--- src/rtl/ehb_npm_pkg.sv ---
package ehb_npm_pkg;

    // operation codes of an input beat
    localparam logic OP_LOAD = 1'b0;
    localparam logic OP_MAP  = 1'b1;

    // distances are in units of 1/225 (channels count 0..15 as 0..1)
    localparam logic [9:0] LIMIT_DIST    = 10'd225;
    localparam logic [9:0] NO_MATCH_DIST = 10'd675;

    // candidate tag that travels with a palette read
    typedef struct packed {
        logic       vld;
        logic       half;
        logic [4:0] slot;
    } t_tag;

    // scored candidate, also used for the running best (vld = found)
    typedef struct packed {
        logic       vld;
        logic       half;
        logic [4:0] slot;
        logic [3:0] red;
        logic [3:0] green;
        logic [3:0] blue;
        logic [9:0] sq_dist;
    } t_cand;

endpackage

--- src/rtl/ehb_npm_dist.sv ---
module ehb_npm_dist
    import ehb_npm_pkg::*;
(
    input  logic        i_clk,
    input  logic        i_rst_n,
    input  t_tag        i_tag,
    input  logic [11:0] i_word,
    input  logic [3:0]  i_pix_red,
    input  logic [3:0]  i_pix_green,
    input  logic [3:0]  i_pix_blue,
    output t_cand       o_cand
);

    function automatic logic [7:0] sq_diff(input logic [3:0] a, input logic [3:0] b);
        logic [3:0] d;
        d = (a > b) ? (a - b) : (b - a);
        return 8'(d) * 8'(d);
    endfunction

    logic [3:0] c_red;
    logic [3:0] c_green;
    logic [3:0] c_blue;
    logic [9:0] c_dist;
    t_cand      r_cand;

    // half-brite candidate: each channel shifted right by one
    assign c_red   = i_word[3:0]  >> i_tag.half;
    assign c_green = i_word[7:4]  >> i_tag.half;
    assign c_blue  = i_word[11:8] >> i_tag.half;

    assign c_dist = 10'(sq_diff(i_pix_red, c_red))
                  + 10'(sq_diff(i_pix_green, c_green))
                  + 10'(sq_diff(i_pix_blue, c_blue));

    always_ff @(posedge i_clk) begin
        if (!i_rst_n) begin
            r_cand <= '0;
        end else begin
            r_cand <= '{vld:     i_tag.vld,
                        half:    i_tag.half,
                        slot:    i_tag.slot,
                        red:     c_red,
                        green:   c_green,
                        blue:    c_blue,
                        sq_dist: c_dist};
        end
    end

    assign o_cand = r_cand;

endmodule

--- src/rtl/ehb_npm_best.sv ---
module ehb_npm_best
    import ehb_npm_pkg::*;
(
    input  logic  i_clk,
    input  logic  i_rst_n,
    input  logic  i_clear,
    input  t_cand i_cand,
    output t_cand o_best
);

    t_cand r_best;

    // strict less-than: the first minimum in scan order is kept
    always_ff @(posedge i_clk) begin
        if (!i_rst_n) begin
            r_best <= '{vld: 1'b0, half: 1'b0, slot: '0, red: '0, green: '0,
                        blue: '0, sq_dist: LIMIT_DIST};
        end else if (i_clear) begin
            r_best <= '{vld: 1'b0, half: 1'b0, slot: '0, red: '0, green: '0,
                        blue: '0, sq_dist: LIMIT_DIST};
        end else if (i_cand.vld && (i_cand.sq_dist < r_best.sq_dist)) begin
            // vld of the candidate is set here, so it doubles as found
            r_best <= i_cand;
        end
    end

    assign o_best = r_best;

endmodule

--- src/rtl/ehb_nearest_palette_mapper.sv ---
// Nearest-color palette mapper with extra half-brite candidates.
//
// Input channel (i_valid / o_stall): a beat with operation = load writes
// i_entry_color into palette slot i_entry_slot (slots at or beyond
// PALETTE_ENTRIES are dropped) and gives no result.
// A beat with operation = map searches all entries at full brightness, then
// all entries halved, and returns one result beat on the output channel
// (o_valid / i_stall) with the nearest color below distance 225, if any.
// Every entry must be loaded once after reset before the first map beat;
// the palette RAM is not cleared.
//
// A map beat is scored one candidate per cycle by a single shared
// distance unit fed from the palette RAM read port; the sequencer then drains
// the read and distance registers and moves the best into the output register
// once that register is free. o_stall is high from the scan until the return
// to idle, so no beat of either kind is taken while a map beat is in progress.
// The output register decouples the sides: load beats are taken while a
// result waits; a finished search holds until the receiver drops i_stall.
// Reset (i_rst_n low, synchronous) returns the sequencer to idle and
// empties the output register; palette contents are kept as they are.
module ehb_nearest_palette_mapper
    import ehb_npm_pkg::*;
#(
    parameter int PALETTE_ENTRIES = 32
) (
    input  logic        i_clk,
    input  logic        i_rst_n,
    // input channel
    input  logic        i_valid,
    output logic        o_stall,
    input  logic        i_operation,
    input  logic [4:0]  i_entry_slot,
    input  logic [11:0] i_entry_color,
    input  logic [3:0]  i_pixel_red,
    input  logic [3:0]  i_pixel_green,
    input  logic [3:0]  i_pixel_blue,
    // output channel
    output logic        o_valid,
    input  logic        i_stall,
    output logic [3:0]  o_out_red,
    output logic [3:0]  o_out_green,
    output logic [3:0]  o_out_blue,
    output logic        o_half_bright,
    output logic [4:0]  o_chosen_slot,
    output logic        o_matched,
    output logic [9:0]  o_best_distance
);

    localparam int IDX_W = $clog2(PALETTE_ENTRIES);
    localparam logic [IDX_W-1:0] LAST_IDX = IDX_W'(PALETTE_ENTRIES - 1);

    typedef enum logic [3:0] {
        S_IDLE  = 4'b0001,
        S_SCAN  = 4'b0010,
        S_DRAIN = 4'b0100,
        S_DONE  = 4'b1000
    } t_state;

    t_state           r_state, n_state;
    logic [IDX_W-1:0] r_idx, n_idx;
    logic             r_half, n_half;

    // palette RAM and its registered read port
    logic [11:0]      mem [PALETTE_ENTRIES];
    logic [11:0]      r_rd_word;
    t_tag             r_rd_tag;

    // pixel under search
    logic [3:0]       r_pix_red;
    logic [3:0]       r_pix_green;
    logic [3:0]       r_pix_blue;

    t_cand            cand;
    t_cand            best;

    // output register
    logic             r_out_vld;
    logic [3:0]       r_out_red;
    logic [3:0]       r_out_green;
    logic [3:0]       r_out_blue;
    logic             r_out_half;
    logic [4:0]       r_out_slot;
    logic             r_out_matched;
    logic [9:0]       r_out_dist;

    logic             accept;
    logic             map_start;
    logic             load_wr;
    logic [6:0]       slot_ext;
    logic             out_load;

    assign o_stall   = (r_state != S_IDLE);
    assign accept    = i_valid && !o_stall;
    assign map_start = accept && (i_operation == OP_MAP);
    assign slot_ext  = 7'(i_entry_slot);
    assign load_wr   = accept && (i_operation == OP_LOAD)
                     && (slot_ext < 7'(PALETTE_ENTRIES));
    // result moves to the output register once that register is free
    assign out_load  = (r_state == S_DONE) && (!r_out_vld || !i_stall);

    // sequencer: full pass over the palette, then the half-brite pass
    always_comb begin
        n_state = r_state;
        n_idx   = r_idx;
        n_half  = r_half;
        case (r_state)
            S_IDLE: begin
                if (map_start) begin
                    n_state = S_SCAN;
                    n_idx   = '0;
                    n_half  = 1'b0;
                end
            end
            S_SCAN: begin
                if (r_idx == LAST_IDX) begin
                    n_idx = '0;
                    if (r_half) begin
                        n_state = S_DRAIN;
                    end else begin
                        n_half = 1'b1;
                    end
                end else begin
                    n_idx = r_idx + IDX_W'(1);
                end
            end
            S_DRAIN: begin
                // wait until the read and distance stages are empty
                if (!r_rd_tag.vld && !cand.vld) begin
                    n_state = S_DONE;
                end
            end
            S_DONE: begin
                if (out_load) begin
                    n_state = S_IDLE;
                end
            end
            default: begin
                n_state = S_IDLE;
            end
        endcase
    end

    always_ff @(posedge i_clk) begin
        if (!i_rst_n) begin
            r_state  <= S_IDLE;
            r_idx    <= '0;
            r_half   <= 1'b0;
            r_rd_tag <= '0;
        end else begin
            r_state  <= n_state;
            r_idx    <= n_idx;
            r_half   <= n_half;
            r_rd_tag <= '{vld: (r_state == S_SCAN), half: r_half, slot: 5'(r_idx)};
        end
    end

    always_ff @(posedge i_clk) begin
        if (load_wr) begin
            mem[slot_ext[IDX_W-1:0]] <= i_entry_color;
        end
    end

    always_ff @(posedge i_clk) begin
        r_rd_word <= mem[r_idx];
    end

    always_ff @(posedge i_clk) begin
        if (map_start) begin
            r_pix_red   <= i_pixel_red;
            r_pix_green <= i_pixel_green;
            r_pix_blue  <= i_pixel_blue;
        end
    end

    ehb_npm_dist u_dist (
        .i_clk       (i_clk),
        .i_rst_n     (i_rst_n),
        .i_tag       (r_rd_tag),
        .i_word      (r_rd_word),
        .i_pix_red   (r_pix_red),
        .i_pix_green (r_pix_green),
        .i_pix_blue  (r_pix_blue),
        .o_cand      (cand)
    );

    ehb_npm_best u_best (
        .i_clk   (i_clk),
        .i_rst_n (i_rst_n),
        .i_clear (map_start),
        .i_cand  (cand),
        .o_best  (best)
    );

    always_ff @(posedge i_clk) begin
        if (!i_rst_n) begin
            r_out_vld <= 1'b0;
        end else if (out_load) begin
            r_out_vld <= 1'b1;
        end else if (r_out_vld && !i_stall) begin
            r_out_vld <= 1'b0;
        end
    end

    // best fields are zero when nothing matched; only the distance differs
    always_ff @(posedge i_clk) begin
        if (out_load) begin
            r_out_red     <= best.red;
            r_out_green   <= best.green;
            r_out_blue    <= best.blue;
            r_out_half    <= best.half;
            r_out_slot    <= best.slot;
            r_out_matched <= best.vld;
            r_out_dist    <= best.vld ? best.sq_dist : NO_MATCH_DIST;
        end
    end

    assign o_valid         = r_out_vld;
    assign o_out_red       = r_out_red;
    assign o_out_green     = r_out_green;
    assign o_out_blue      = r_out_blue;
    assign o_half_bright   = r_out_half;
    assign o_chosen_slot   = r_out_slot;
    assign o_matched       = r_out_matched;
    assign o_best_distance = r_out_dist;

    a_map_starts_scan: assert property (@(posedge i_clk) disable iff (!i_rst_n)
        map_start |=> (r_state == S_SCAN))
        else $error("map beat did not start a scan");

    a_done_pipe_empty: assert property (@(posedge i_clk) disable iff (!i_rst_n)
        (r_state == S_DONE) |-> (!r_rd_tag.vld && !cand.vld))
        else $error("result taken while candidates in flight");

    a_no_match_fields: assert property (@(posedge i_clk) disable iff (!i_rst_n)
        (o_valid && !o_matched) |->
            ((o_best_distance == NO_MATCH_DIST) && (o_chosen_slot == '0)
             && !o_half_bright))
        else $error("unmatched result carries candidate fields");

    a_match_below_limit: assert property (@(posedge i_clk) disable iff (!i_rst_n)
        (o_valid && o_matched) |-> (o_best_distance < LIMIT_DIST))
        else $error("matched result not below limit");

    a_rd_only_in_scan: assert property (@(posedge i_clk) disable iff (!i_rst_n)
        r_rd_tag.vld |-> $past(r_state == S_SCAN))
        else $error("palette read issued outside scan");

endmodule

--- config.mk ---
export PLATFORM = sky130hd
export DESIGN_NAME = ehb_nearest_palette_mapper
export DESIGN_NICKNAME = d
export VERILOG_FILES = /design/src/rtl/ehb_npm_pkg.sv /design/src/rtl/ehb_npm_dist.sv /design/src/rtl/ehb_npm_best.sv /design/src/rtl/ehb_nearest_palette_mapper.sv
export SDC_FILE = /design/constraint.sdc
export NUM_CORES = 1
export LEC_CHECK = 0
export CORE_ASPECT_RATIO = 0.7
export CORE_MARGIN = 3
export CORE_UTILIZATION = 44
export DETAILED_ROUTE_END_ITERATION = 16
export DONT_BUFFER_PORTS = 1
export GPL_TIMING_DRIVEN = 1
export MAX_ROUTING_LAYER = met4
export PLACE_DENSITY = 0.66
export SETUP_SLACK_MARGIN = 0.1
export SYNTH_ARGS = -nofsm -noshare
export SYNTH_HDL_FRONTEND = slang
export SYNTH_HIERARCHICAL = 1
export SYNTH_SLANG_ARGS = --single-unit
export TNS_END_PERCENT = 10
--- constraint.sdc ---
create_clock -name i_clk -period 8.45 [get_ports i_clk]
set_input_delay 0.4225 -clock i_clk [delete_from_list [all_inputs] [get_ports i_clk]]
set_output_delay 0.4225 -clock i_clk [all_outputs]
set_load 0.1 [all_outputs]
# ---- Yosys cells after proc, flatten, opt, wreduce, memory -nomap -nowiden
# Memory sizes are Yosys's and may differ from the RTL's. A register that Yosys moved wholly into a read port is not among the register bits.
# Index checks and enable logic that the tools add are counted.
dict set report totals {
  regBits 117
  ramBits 384
  in_bits 34
  out_inout_bits 31
  word_cells 104
  memories 1
}
# memory depth word_bits read_ports rd_ports_with_merged_regs write_ports line
set memory_table {}
lappend memory_table {mem 32 12 1 1 1 ehb_nearest_palette_mapper.sv:64} ;# logic [11:0] mem [PALETTE_ENTRIES];
dict set report classes {
  n_addsub 9
  n_mul 3
  n_lt_le_gt_ge 5
  eq_ne 11
  n_shift 3
  muxes 19
  bitwise 2
  n_reduce_logical 20
}
# cell n
set op_table {}
lappend op_table {{4-bit two-way mux} 8}
lappend op_table {{4-bit by 4-bit multiplier with 8-bit output} 3}
lappend op_table {{4-bit subtractor} 6}
lappend op_table {{4-bit one-hot mux with 4 select lines} 1}
lappend op_table {{4-bit greater-than comparator} 3}
lappend op_table {{4-bit by 1-bit >> shifter with 4-bit output} 3}
lappend op_table {{10-bit by 8-bit adder with 10-bit output} 1}
lappend op_table {{10-bit less-than comparator} 1}
lappend op_table {{5-bit two-way mux} 2}
lappend op_table {{2-bit != test (second input constant)} 5}
lappend op_table {{5-bit one-hot mux with 2 select lines} 1}
lappend op_table {{8-bit by 8-bit adder with 9-bit output} 1}
lappend op_table {{1-bit logical AND} 8}
lappend op_table {{5-bit by 6-bit less-than comparator with 1-bit output (second input constant)} 1}
lappend op_table {{1-bit two-way mux} 6}
lappend op_table {{5-bit by 1-bit adder with 5-bit output (second input constant)} 1}
lappend op_table {{5-bit equality test (second input constant)} 1}
lappend op_table {{1-bit zero test} 5}
lappend op_table {{5-bit AND reduction} 1}
lappend op_table {{4-bit by 1-bit equality test with 1-bit output (second input constant)} 1}
lappend op_table {{4-bit by 2-bit equality test with 1-bit output (second input constant)} 1}
lappend op_table {{4-bit by 3-bit equality test with 1-bit output (second input constant)} 1}
lappend op_table {{4-bit equality test (second input constant)} 1}
lappend op_table {{4-bit by 1-bit != test with 1-bit output (second input constant)} 1}
lappend op_table {{7 further kinds} 9}

# ---- Depth between registers and ports, before layout
# Gate-level depths: netlist of the first run.
dict set report depth {
  word_depth 7
  mapped_depth 28
  depth_no_buf 25
}

# ---- Hierarchy
# Netlist of the first run, hierarchy kept.
# mod n_inst cells_per_inst area_per_inst_um2 seq_area_each_um2
set modules_own_cells {}
lappend modules_own_cells {ehb_nearest_palette_mapper 1 992 17384.2 13362.8}
lappend modules_own_cells {ehb_npm_dist 1 336 3100.5 580.6}
lappend modules_own_cells {ehb_npm_best 1 155 1383.8 580.6}

# ---- Least setup slack after synthesis of the first run
# No wires, ideal clock.
dict set report synth_path {
  kind {register -> register}
  startpoint {reg r_rd_tag[5] (netlist bit)}
  endpoint {reg u_dist.r_cand, in the netlist u_dist/o_cand[8]}
  setup_time_ps 127
  t_arrival_ps 6413
  required_time_ps 8323
  path_slack_ps 1910
  path_stages_with_launch 26
  path_buffers 2
  period_less_slack_ps 6540
  cell_sequence {dfxtp_1 clkbuf_1 clkbuf_1 mux2i_1 inv_1 ha_1 and4_4 nor3_2 mux2_2 xor2_1 nor2_1 ha_1 xnor2_1 fa_1 inv_1 fa_1 inv_1 fa_1 fa_1 inv_1 ha_1 a21o_1 a21o_1 a21oi_1 nor4b_1 or3_1}
}
dict set report synth_via {
  elab_chain_len 6
  elab_cells_between_ends 20
  cone_classes {add/sub: 8; mul: 3; order compare: 3; shift: 3; mux: 3}
}
# item line
set synth_lines {}
lappend synth_lines {{from (decl)} ehb_nearest_palette_mapper.sv:66} ;# t_tag r_rd_tag;
lappend synth_lines {{from (signal assigned)} ehb_nearest_palette_mapper.sv:153} ;# r_rd_tag <= '{vld: (r_state == S_SCAN), half: r_half, slot: 5'(r_idx)};
lappend synth_lines {{4-bit by 1-bit >> shifter with 4-bit output *} ehb_npm_dist.sv:28} ;# assign c_green = i_word[7:4] >> i_tag.half;
lappend synth_lines {{named net u_dist.c_green[1]} ehb_npm_dist.sv:21} ;# logic [3:0] c_green;
lappend synth_lines {{4-bit subtractor or 4-bit greater-than comparator (tied branches)} ehb_npm_dist.sv:16} ;# d = (a > b) ? (a - b) : (b - a);
lappend synth_lines {{4-bit two-way mux *} ehb_npm_dist.sv:16}
lappend synth_lines {{4-bit by 4-bit multiplier with 8-bit output *} ehb_npm_dist.sv:17} ;# return 8'(d) * 8'(d);
lappend synth_lines {{8-bit by 8-bit adder with 9-bit output *} ehb_npm_dist.sv:32} ;# + 10'(sq_diff(i_pix_green, c_green))
lappend synth_lines {{10-bit by 8-bit adder with 10-bit output *} ehb_npm_dist.sv:33} ;# + 10'(sq_diff(i_pix_blue, c_blue));
lappend synth_lines {{to (signal assigned)} ehb_npm_dist.sv:39} ;# r_cand <= '{vld: i_tag.vld,
lappend synth_lines {{to (decl)} ehb_npm_dist.sv:24} ;# t_cand r_cand;
# The timed path passes the listed nets; every way through them passes the cells marked *.
# A chain may end at the register's enable or synchronous reset.

# ---- Worst setup path in the final report of the first run
# Ends and elaborated chain as after synthesis.

==> results of run 1 <==
==> worst max path at each step <==
stage                           start                           to
6_report       r_rd_tag[5]$_SDFF_PN0_  u_dist/o_cand[8]$_SDFF_PN0_
4_1_cts        r_rd_tag[5]$_SDFF_PN0_  u_dist/o_cand[8]$_SDFF_PN0_
5_1_grt        r_rd_tag[5]$_SDFF_PN0_  u_dist/o_cand[8]$_SDFF_PN0_
3_3_place_gp   r_rd_tag[5]$_SDFF_PN0_  u_dist/o_cand[8]$_SDFF_PN0_
3_5_place_dp   r_rd_tag[5]$_SDFF_PN0_  u_dist/o_cand[8]$_SDFF_PN0_
2_1_floorplan  r_rd_tag[5]$_SDFF_PN0_  u_dist/o_cand[8]$_SDFF_PN0_
==> sequential cells by signal, indices dropped and copies added, names as in the netlist, 4 cells and up <==
register and flops:
u_best/o_best 29, r_idx 5, r_rd_word 12, r_state 4
r_pix_green 4, o_out_red 4, o_chosen_slot 5, r_rd_tag 7
u_dist/o_cand 29, mem 384, o_out_blue 4, r_pix_red 4
r_pix_blue 4, o_out_green 4, o_best_distance 10
==> cells by family after synthesis <==
kind of cell,count (synthesis)
XOR/XNOR,11
flip-flops,513
adder cells (fa/ha/maj),87
multiplexers,195
AND/OR/NAND/NOR,297
buffers and inverters,150
AO/OA/AOI/OAI,230
==> through the flow <==
step	area, µm²	setup WS (ns)	power, mW
floorplan	21900	1.91	3.42
global placement	22500	1.83	3.61
detailed placement	22500	1.65	3.62
CTS	24500	1.61	5.81
global route	24500	1.21	6.04
finish	24500	1.60	5.77
==> final cells by class <==
type,instances,share of cell area
Sequential cell,513,0.593
Multi-Input combinational cell,820,0.270
Clock buffer,66,0.0540
Tap cell,655,0.0335
Timing Repair Buffer,63,0.0274
Inverter,77,0.0118
Clock inverter,26,0.00986
==> routing by layer <==
metal	global-route usage	vias to the layer above
met2	0.271	388
met5	-	-
met3	0.0291	72
li1	-	5667
met4	0.0509	0
met1	0.303	6194
==> cells in the final DEF, fill, tap and decap left out, drive strengths merged, types with 7 or more instances in the layout <==
cell type	synthesis	routed
edfxtp	425	425
mux2i	194	194
dfxtp	88	88
inv	76	78
nand3	69	69
nor2	66	66
clkbuf	22	66
a22oi	60	60
ha	59	59
buf	51	49
a21oi	45	45
nand2	40	40
fa	28	28
o21ai	28	28
and2	27	27
nor2b	27	27
clkinv	1	18
a211oi	17	17
a31oi	15	15
nand2b	14	14
dlygate4sd3	0	14
a22o	12	12
a2111oi	12	12
nor3	11	11
o21a	8	8
a21o	8	8
nand4	8	8
xor2	7	7
o31ai	7	7
==> timing repair <==
| item | in CTS | in global routing |
|---|---|---|
| setup endpoints to repair | 0 | 0 |
| endpoints found under the hold margin | 422 | 0 |
| hold buffers | 26 | 0 |
==> power breakdown <==
| group | internal [mW] | switching [mW] |
|---|---|---|
| clock network | 1.22 | 0.920 |
| logic | 0.348 | 0.484 |
| registers | 2.77 | 0.0314 |
| total | 4.34 | 1.44 |
==> results.sh, run 1 <==
export IMPL_die_area_um2=52500
export IMPL_highest_layer="met4"
export IMPL_critPathMaxStageDelay_ns=0.71
export IMPL_cts_sinks=513
export IMPL_gp_congestion=0.871
export IMPL_n_antenna_cell=0
export IMPL_period_minus_slack_ns=6.85
export IMPL_crit_chain="mux2i_1 > inv_1 > ha_1 > and4_4 > nor3_2 > mux2_2 > xor2_1 > nor2_1 > ha_1 > xnor2_1 > fa_1 > inv_1 > fa_1 > inv_1 > fa_1 > fa_1 > inv_1 > ha_1 > a21o_1 > a21o_1 > a21oi_1 > nor4b_1 > or3_1"
export IMPL_whs_endpoint="r_idx[3]$_SDFFE_PN0P_"
export IMPL_htreeDepth=2
export IMPL_fill_cells=4094
export IMPL_max_slew_margin=0.140
export IMPL_yosysWarnings=6
export IMPL_track_usage=0.197
export IMPL_synth_ff_latch_count=513
export IMPL_grt_max_degree=110
export IMPL_dp_hpwl_um=31000
export IMPL_fin_setup_tns_ns=0
export IMPL_antenna_left=0
export IMPL_cp_end_kind="flop"
export IMPL_whs_path_depth=2
export IMPL_drt_met1_wl_um=24600
export IMPL_drt_wirelength_per_cell_um=22.5
export IMPL_max_vdd_ir_drop_mv=0.149
export IMPL_yosys_area_share_simple=0.0744
export IMPL_cp_data_arrival_time_ns=7.32
export IMPL_io_pins=65
export IMPL_cp_data_required_time_ns=8.92
export IMPL_yosys_area_share_xor_xnor=0.00475
export IMPL_rsz0062_at_grt="no"
export IMPL_max_freq_mhz=146
export IMPL_synth_common_cells="edfxtp_1 (425), mux2i_1 (194), dfxtp_1 (88)"
export IMPL_register_area_um2=14500
export IMPL_vias=12321
export IMPL_reg2reg_depth=23
export IMPL_yosysMostFrequentCell="edfxtp_1"
export IMPL_clkSlewWorstSetupHoldPaths_ns=0.06
export IMPL_min_from="i_rst_n"
export IMPL_fin_crit_sh=0.811
export IMPL_cpLargestDelayFamily="adder cells"
export IMPL_cts_setup_buffers=0
export IMPL_clk_insertion_delay_late_ns=0.59
export IMPL_min_path_type="primary input to flop"
export IMPL_finalCoreUtilization=0.505
export IMPL_cts_buffers=50
export IMPL_multiInputGateArea_um2=6620
export IMPL_synth_top_family_by_area="multiplexers"
export IMPL_cts_tree="done"
export IMPL_finalSetupViolations=0
export IMPL_syn_avg_cell_area_um2=14.7
export IMPL_worst_path_max_fanout=14
export IMPL_io_buffers=0
export IMPL_synth_area_um2=21900
export IMPL_root_buffer="clkbuf_16"
export IMPL_finalHoldViolCount=0
export IMPL_grt_first_pass_wirelength_um=75100
export IMPL_via_per_inst=5.55
export IMPL_finClkSkew_ns=0.0110
export IMPL_seq_area_frac_synth=0.664
export IMPL_num_rows=67
export IMPL_grt_pass1_vias=11952
export IMPL_r2r_start="r_rd_tag[5]$_SDFF_PN0_"
export IMPL_outcome="completed"
export IMPL_rr_endpoint="u_dist/o_cand[8]$_SDFF_PN0_"
export IMPL_synth_fp_nets=1604
export IMPL_antenna_found_initial=0
export IMPL_synth_compound_gate_area_share=0.0737
export IMPL_synth_edf_count=425
export IMPL_drc=0
export IMPL_reg2reg_slack_ns=1.60
export IMPL_dr_first_iter_drc_count=1182
export IMPL_synthAdderAreaFrac=0.0594
export IMPL_dieHeight_um=193
export IMPL_ys_flop_type="edfxtp_1"
export IMPL_die_x_um=272
export IMPL_core_area_um2=48500
export IMPL_max_cap_violations=0
export IMPL_synth_top_area_share=0.584
export IMPL_wl_met2_um=20900
export IMPL_wl_met3_um=3320
export IMPL_worst_path_buf_inv=4
export IMPL_p_leak_nw=8.15
export IMPL_crit_cells=23
export IMPL_cpMaxStageDelayCell="dfxtp_1"
export IMPL_synth_largest_area_cell="edfxtp_1"
export IMPL_async_flop_share=0
export IMPL_slew_viol_final=0
export IMPL_synth_mux_area_frac=0.0893
export IMPL_powerDensity_nw_per_um2=236
export IMPL_path_class="flop to flop"
export IMPL_syn_inst=1483
export IMPL_worstMarginPinSlew_ns=1.26
export IMPL_routed_wl_um=49800
export IMPL_grt_overflow_total=0
export IMPL_drive_gt1_frac=0.0958
export IMPL_clockBufferDepth=3
export IMPL_initial_core_util=0.451
export IMPL_start_kind="flop"
export IMPL_synth_area_top_cells="edfxtp_1 (58%), mux2i_1 (8.9%), dfxtp_1 (8.1%)"
export IMPL_syn2layout_area_growth_pct=12.0
export IMPL_whs_ns=0.0441
export IMPL_fin_nets=1646
export IMPL_instances_no_fill=2220
export IMPL_synth_cell_types=77
export IMPL_cts_resized=0
export IMPL_dp_cells=2102
export IMPL_first_pass_iters=5
(Power assumes the default switching activity.)
==> run 2: changes to the inputs <==
- PLACE_DENSITY: 0.66 -> 0.68
- clock period: 8.45 -> 5.8 ns (I/O delays scaled with it)
==> run 2 against run 1 <==
The run now ends with setup timing left. Global-route usage rose by 0.28 points. Via count rose by 2.4%. Cell area is 3.2% higher. Highest routed layer unchanged.
==> results.sh, run 2 (same netlist as run 1, synthesis figures left out) <==
export IMPL_busiest_layer="met1"
export IMPL_antenna_left=0
export IMPL_max_cap_violations=0
export IMPL_worst_path_max_fanout=10
export IMPL_fin_crit_sh=1.06
export IMPL_cts_buffers=47
export IMPL_cts_tree="done"
export IMPL_instances_no_fill=2292
export IMPL_drive_gt1_frac=0.141
export IMPL_clkSlewWorstSetupHoldPaths_ns=0.06
export IMPL_fill_cells=3994
export IMPL_gp_congestion=0.904
export IMPL_grt_max_degree=79
export IMPL_fin_nets=1718
export IMPL_root_buffer="clkbuf_16"
export IMPL_dieHeight_um=193
export IMPL_die_area_um2=52500
export IMPL_via_per_inst=5.50
export IMPL_finalHoldViolCount=0
export IMPL_dp_cells=2150
export IMPL_num_rows=67
export IMPL_antenna_found_initial=2
export IMPL_finalSetupViolations=5
export IMPL_detailed_place_area_um2=23000
export IMPL_powerDensity_nw_per_um2=347
export IMPL_routed_wl_um=50200
export IMPL_cp_end_kind="flop"
export IMPL_grt_use_met1=0.291
export IMPL_max_vdd_ir_drop_mv=0.330
export IMPL_max_slew_margin=0.141
export IMPL_htreeDepth=2
export IMPL_whs_ns=0.0340
export IMPL_layout_commonest_cell="edfxtp_1"
export IMPL_path_class="flop to flop"
export IMPL_p_leak_nw=8.58
export IMPL_clockBufferDepth=3
export IMPL_period_minus_slack_ns=6.15
export IMPL_rsz0062_at_grt="yes"
export IMPL_grt_overflow_total=0
export IMPL_gr_usage_met2=0.285
export IMPL_grt_pass1_vias=12494
export IMPL_max_freq_mhz=163
export IMPL_fin_ws_ns=-0.349
export IMPL_dr_first_iter_drc_count=1403
export IMPL_largest_reg_flops=384
export IMPL_io_pins=65
export IMPL_worstMarginPinSlew_ns=1.28
export IMPL_violations="setup timing"
export IMPL_vias=12615
export IMPL_drc=0
export IMPL_core_area_um2=48500
export IMPL_min_path_type="primary input to flop"
export IMPL_clk_insertion_delay_late_ns=0.59
export IMPL_slew_viol_final=0
export IMPL_io_buffers=0
export IMPL_cp_data_arrival_time_ns=6.61
export IMPL_outcome="finished with violations"
export IMPL_start_kind="flop"
export IMPL_track_usage=0.199
export IMPL_dp_hpwl_um=31400
export IMPL_drt_wirelength_per_cell_um=21.9
export IMPL_postLayoutCellArea_um2=25300
export IMPL_initial_core_util=0.451
export IMPL_use_met3=0.0418
export IMPL_whs_path_depth=3
export IMPL_reg2reg_depth=26
export IMPL_mostFrequentLayoutCells="edfxtp_1 (425), mux2i_1 (190), buf_4 (87)"
export IMPL_cts_sinks=513
export IMPL_grt_first_pass_wirelength_um=76700
export IMPL_die_x_um=272
export IMPL_first_pass_iters=5
export IMPL_syn2layout_area_growth_pct=15.6
export IMPL_finClkSkew_ns=0.0177
export IMPL_cp_data_required_time_ns=6.26
## run 2: final timing paths
path,from,endpoint,slack [ns]
hold reg to reg,u_best/o_best[15]$_SDFFE_PP0P_,o_out_green[1]$_DFFE_PP_,0.43
setup reg to reg,r_rd_tag[5]$_SDFF_PN0_,u_dist/o_cand[8]$_SDFF_PN0_,-0.35
setup / recovery,r_rd_tag[5]$_SDFF_PN0_,u_dist/o_cand[8]$_SDFF_PN0_,-0.35
hold / removal,i_rst_n,u_dist/o_cand[8]$_SDFF_PN0_,0.03
## run 2: metal layers
layer  routed length, µm  vias to the layer above
li1                    -                     5811
met1               23500                     6341
met2               21800                      404
met3                4010                       59
met4                 973                        0
met5                   0                        -
## run 2: critical path: stages (launching register included)
cell and delay (ns):
dfxtp_2 0.33, buf_12 0.14, mux2i_2 0.15, inv_1 0.07
ha_2 0.18, inv_2 0.05, fa_2 0.35, a211o_1 0.36
a32oi_2 0.26, a211oi_2 0.06, a311oi_2 0.19, buf_4 0.18
ha_4 0.22, xnor2_2 0.14, fa_1 0.54, inv_2 0.05
fa_1 0.54, inv_2 0.04, fa_1 0.47, fa_1 0.55
inv_1 0.05, ha_2 0.17, a21o_1 0.17, a21o_1 0.19
a21oi_2 0.16, nor4b_2 0.06, or3_1 0.36
## run 2: final cells by class
| cell class | count | area (µm²) | area share |
|---|---|---|---|
| flip-flops and latches | 513 | 14500 | 0.575 |
| multi-input cells | 820 | 6730 | 0.266 |
| diodes | 1 | 2.50 | 0.0000990 |
| clock buffers | 57 | 1250 | 0.0496 |
| repair buffers | 138 | 1310 | 0.0520 |
| clock inverters | 31 | 342 | 0.0135 |
| well taps | 655 | 820 | 0.0324 |
| inverters | 77 | 289 | 0.0114 |
## run 2: power breakdown
part           total (mW)  switching [mW]  internal (mW)
logic                1.51           0.778          0.735
clock network        3.19            1.36           1.82
registers            4.07          0.0415           4.03
total                8.77            2.18           6.59
## run 2: stage by stage
stage / setup WS, ns / setup TNS (ns) / power (mW) / utilization
final: -0.349 / -1.13 / 8.77 / 0.522
after global routing: -0.558 / -2.22 / 9.18 / 0.522
after CTS: -0.317 / -0.813 / 8.71 / 0.520
after detailed placement: -0.353 / -0.794 / 5.45 / 0.474
after global placement: -0.215 / -0.355 / 5.42 / 0.474
after floorplan: -0.173 / -0.235 / 5.00 / -
## run 2: timing repair
item                                   in CTS  in global routing
pin swaps                                   1                 18
gates resized for setup                     0                 17
setup endpoints to repair                   5                  6
hold buffers                               48                  0
setup buffers                               2                  3
endpoints found under the hold margin     425                  0
==> run 3: changes to the inputs <==
--- a/config.mk
+++ b/config.mk
@@ -15,4 +15,5 @@
 export PLACE_DENSITY = 0.68
 export SETUP_SLACK_MARGIN = 0.1
+export SLEW_MARGIN = 20
 export SYNTH_ARGS = -nofsm -noshare
 export SYNTH_HDL_FRONTEND = slang
==> constraint.sdc (replaced) <==
create_clock -name i_clk -period 5.8 [get_ports i_clk]
set_input_delay 0.29 -clock i_clk [delete_from_list [all_inputs] [get_ports i_clk]]
set_output_delay 0.29 -clock i_clk [all_outputs]
set_load 0.005 [all_outputs]
==> run 3 against run 2 <==
The run still ends with setup timing left. Combinational power rose by 4%. Clock skew fell by 0.0038 ns. Via count is 0.63% lower. Critical path depth decreased by 1. Routed wire length fell by 0.62%. Register-to-register slack improved by 0.099 ns. Global-route usage shrank 0.10 points. Clock power down 3%. Cell area down 0.19%. Sequential cell count unchanged. Sequential share of layout area is 0.11 points higher.
==> results.sh, run 3 (same netlist as run 1, synthesis figures left out) <==
export IMPL_outcome="finished with violations"
export IMPL_violations="setup timing"
export IMPL_max_cap_violations=0
export IMPL_antenna_left=0
export IMPL_min_path_type="primary input to flop"
export IMPL_worst_path_max_fanout=7
export IMPL_drc=0
export IMPL_crit_path_frequent_cell="fa_1"
export IMPL_largest_reg_flops=384
export IMPL_max_vdd_ir_drop_mv=0.338
export IMPL_fin_setup_tns_ns=-0.792
export IMPL_initial_core_util=0.451
export IMPL_cp_data_arrival_time_ns=6.52
export IMPL_track_usage=0.198
export IMPL_dp_cells=2150
export IMPL_grt_first_pass_wirelength_um=76300
export IMPL_syn2layout_area_growth_pct=15.4
export IMPL_path_class="flop to flop"
export IMPL_whs_ns=0.150
export IMPL_p_leak_nw=8.49
export IMPL_dieHeight_um=193
export IMPL_finalSetupViolations=5
export IMPL_mostFrequentLayoutCells="edfxtp_1 (425), mux2i_1 (187), buf_4 (91)"
export IMPL_num_rows=67
export IMPL_first_pass_iters=5
export IMPL_slew_viol_final=0
export IMPL_cp_end_kind="flop"
export IMPL_powerDensity_nw_per_um2=346
export IMPL_max_freq_mhz=165
export IMPL_via_per_inst=5.49
export IMPL_critPathMaxStageDelay_ns=0.53
export IMPL_routed_wl_um=49900
export IMPL_core_area_um2=48500
export IMPL_postLayoutCellArea_um2=25200
export IMPL_gp_congestion=0.904
export IMPL_fin_crit_sh=1.04
export IMPL_rsz0062_at_grt="yes"
export IMPL_instances_no_fill=2283
export IMPL_clkSlewWorstSetupHoldPaths_ns=0.06
export IMPL_total_power_mw=8.72
export IMPL_antenna_found_initial=0
export IMPL_io_pins=65
export IMPL_die_x_um=272
export IMPL_dr_first_iter_drc_count=1229
export IMPL_cpMaxStageDelayCell="fa_1"
export IMPL_die_area_um2=52500
export IMPL_grt_max_degree=79
export IMPL_start_kind="flop"
export IMPL_n_antenna_cell=0
export IMPL_layout_commonest_cell="edfxtp_1"
export IMPL_root_buffer="clkbuf_16"
export IMPL_finClkSkew_ns=0.0139
export IMPL_finalCoreUtilization=0.521
export IMPL_cts_buffers=47
export IMPL_cts_tree="done"
export IMPL_grt_overflow_total=0
export IMPL_vias=12535
export IMPL_period_minus_slack_ns=6.05
export IMPL_cp_data_required_time_ns=6.27
export IMPL_io_buffers=0
export IMPL_dp_hpwl_um=31500
export IMPL_fin_nets=1712
export IMPL_drt_wirelength_per_cell_um=21.9
export IMPL_worstMarginPinSlew_ns=1.13
export IMPL_detailed_place_area_um2=23000
export IMPL_drive_gt1_frac=0.156
export IMPL_clk_insertion_delay_late_ns=0.59
export IMPL_finalHoldViolCount=0
export IMPL_htreeDepth=2
export IMPL_grt_pass1_vias=12521
export IMPL_clockBufferDepth=3
export IMPL_max_slew_margin=0.225
export IMPL_fin_ws_ns=-0.249
export IMPL_cts_sinks=513
export IMPL_pre_cts_slack_ns=-0.312
## run 3: worst paths after layout
path	startpoint	end	slack, ns	cells after the start
worst max-delay path	r_rd_tag[5]$_SDFF_PN0_	u_dist/o_cand[8]$_SDFF_PN0_	-0.25	25
worst min-delay path	i_rst_n	u_best/o_best[0]$_SDFFE_PP1P_	0.15	2
worst max register to register	r_rd_tag[5]$_SDFF_PN0_	u_dist/o_cand[8]$_SDFF_PN0_	-0.25	25
worst min register to register	u_best/o_best[26]$_SDFFE_PP0P_	o_chosen_slot[4]$_DFFE_PP_	0.43	0
## run 3: final cells by class
type                    instances  area [µm²]
clock buffers                  61        1250
clock inverters                25         267
fillers                      4041       23200
inverters                      77         289
multi-input cells             820        6850
flip-flops and latches        513       14500
well taps                     655         820
repair buffers                132        1220
## run 3: repair_timing
item,4_1_cts,5_1_grt
hold buffers,38,0
resized for setup,10,21
setup buffers,7,2
hold endpoints to repair,425,0
pin swaps,23,13
endpoints found under the setup margin,5,7
## run 3: metal layers
layer  routed length, µm  up-vias  share of wire  global-route usage
li1                    -     5784              -                   -
met1               23300     6276           0.47               0.284
met2               21400      406           0.43               0.283
met3                4060       69          0.081              0.0475
met4                1190        0          0.024              0.0561
met5                   0        -              0                   -
## run 3: critical path, delay by kind of cell, from the launching register on
kind | cells | cell delay [ns]
xor gates and xnor gates | 2 | 0.30
DFF | 1 | 0.33
AOI/OAI and AO/OA | 4 | 0.76
and+or+nand+nor | 4 | 0.68
muxes | 2 | 0.51
buffers and inverters | 6 | 0.56
adders and majority gates | 7 | 2.82
## run 3: power by group
part / internal [mW] / switching (mW) / total (mW)
clock: 1.72 / 1.36 / 3.08
sequential: 4.03 / 0.0417 / 4.07
combinational: 0.773 / 0.795 / 1.57
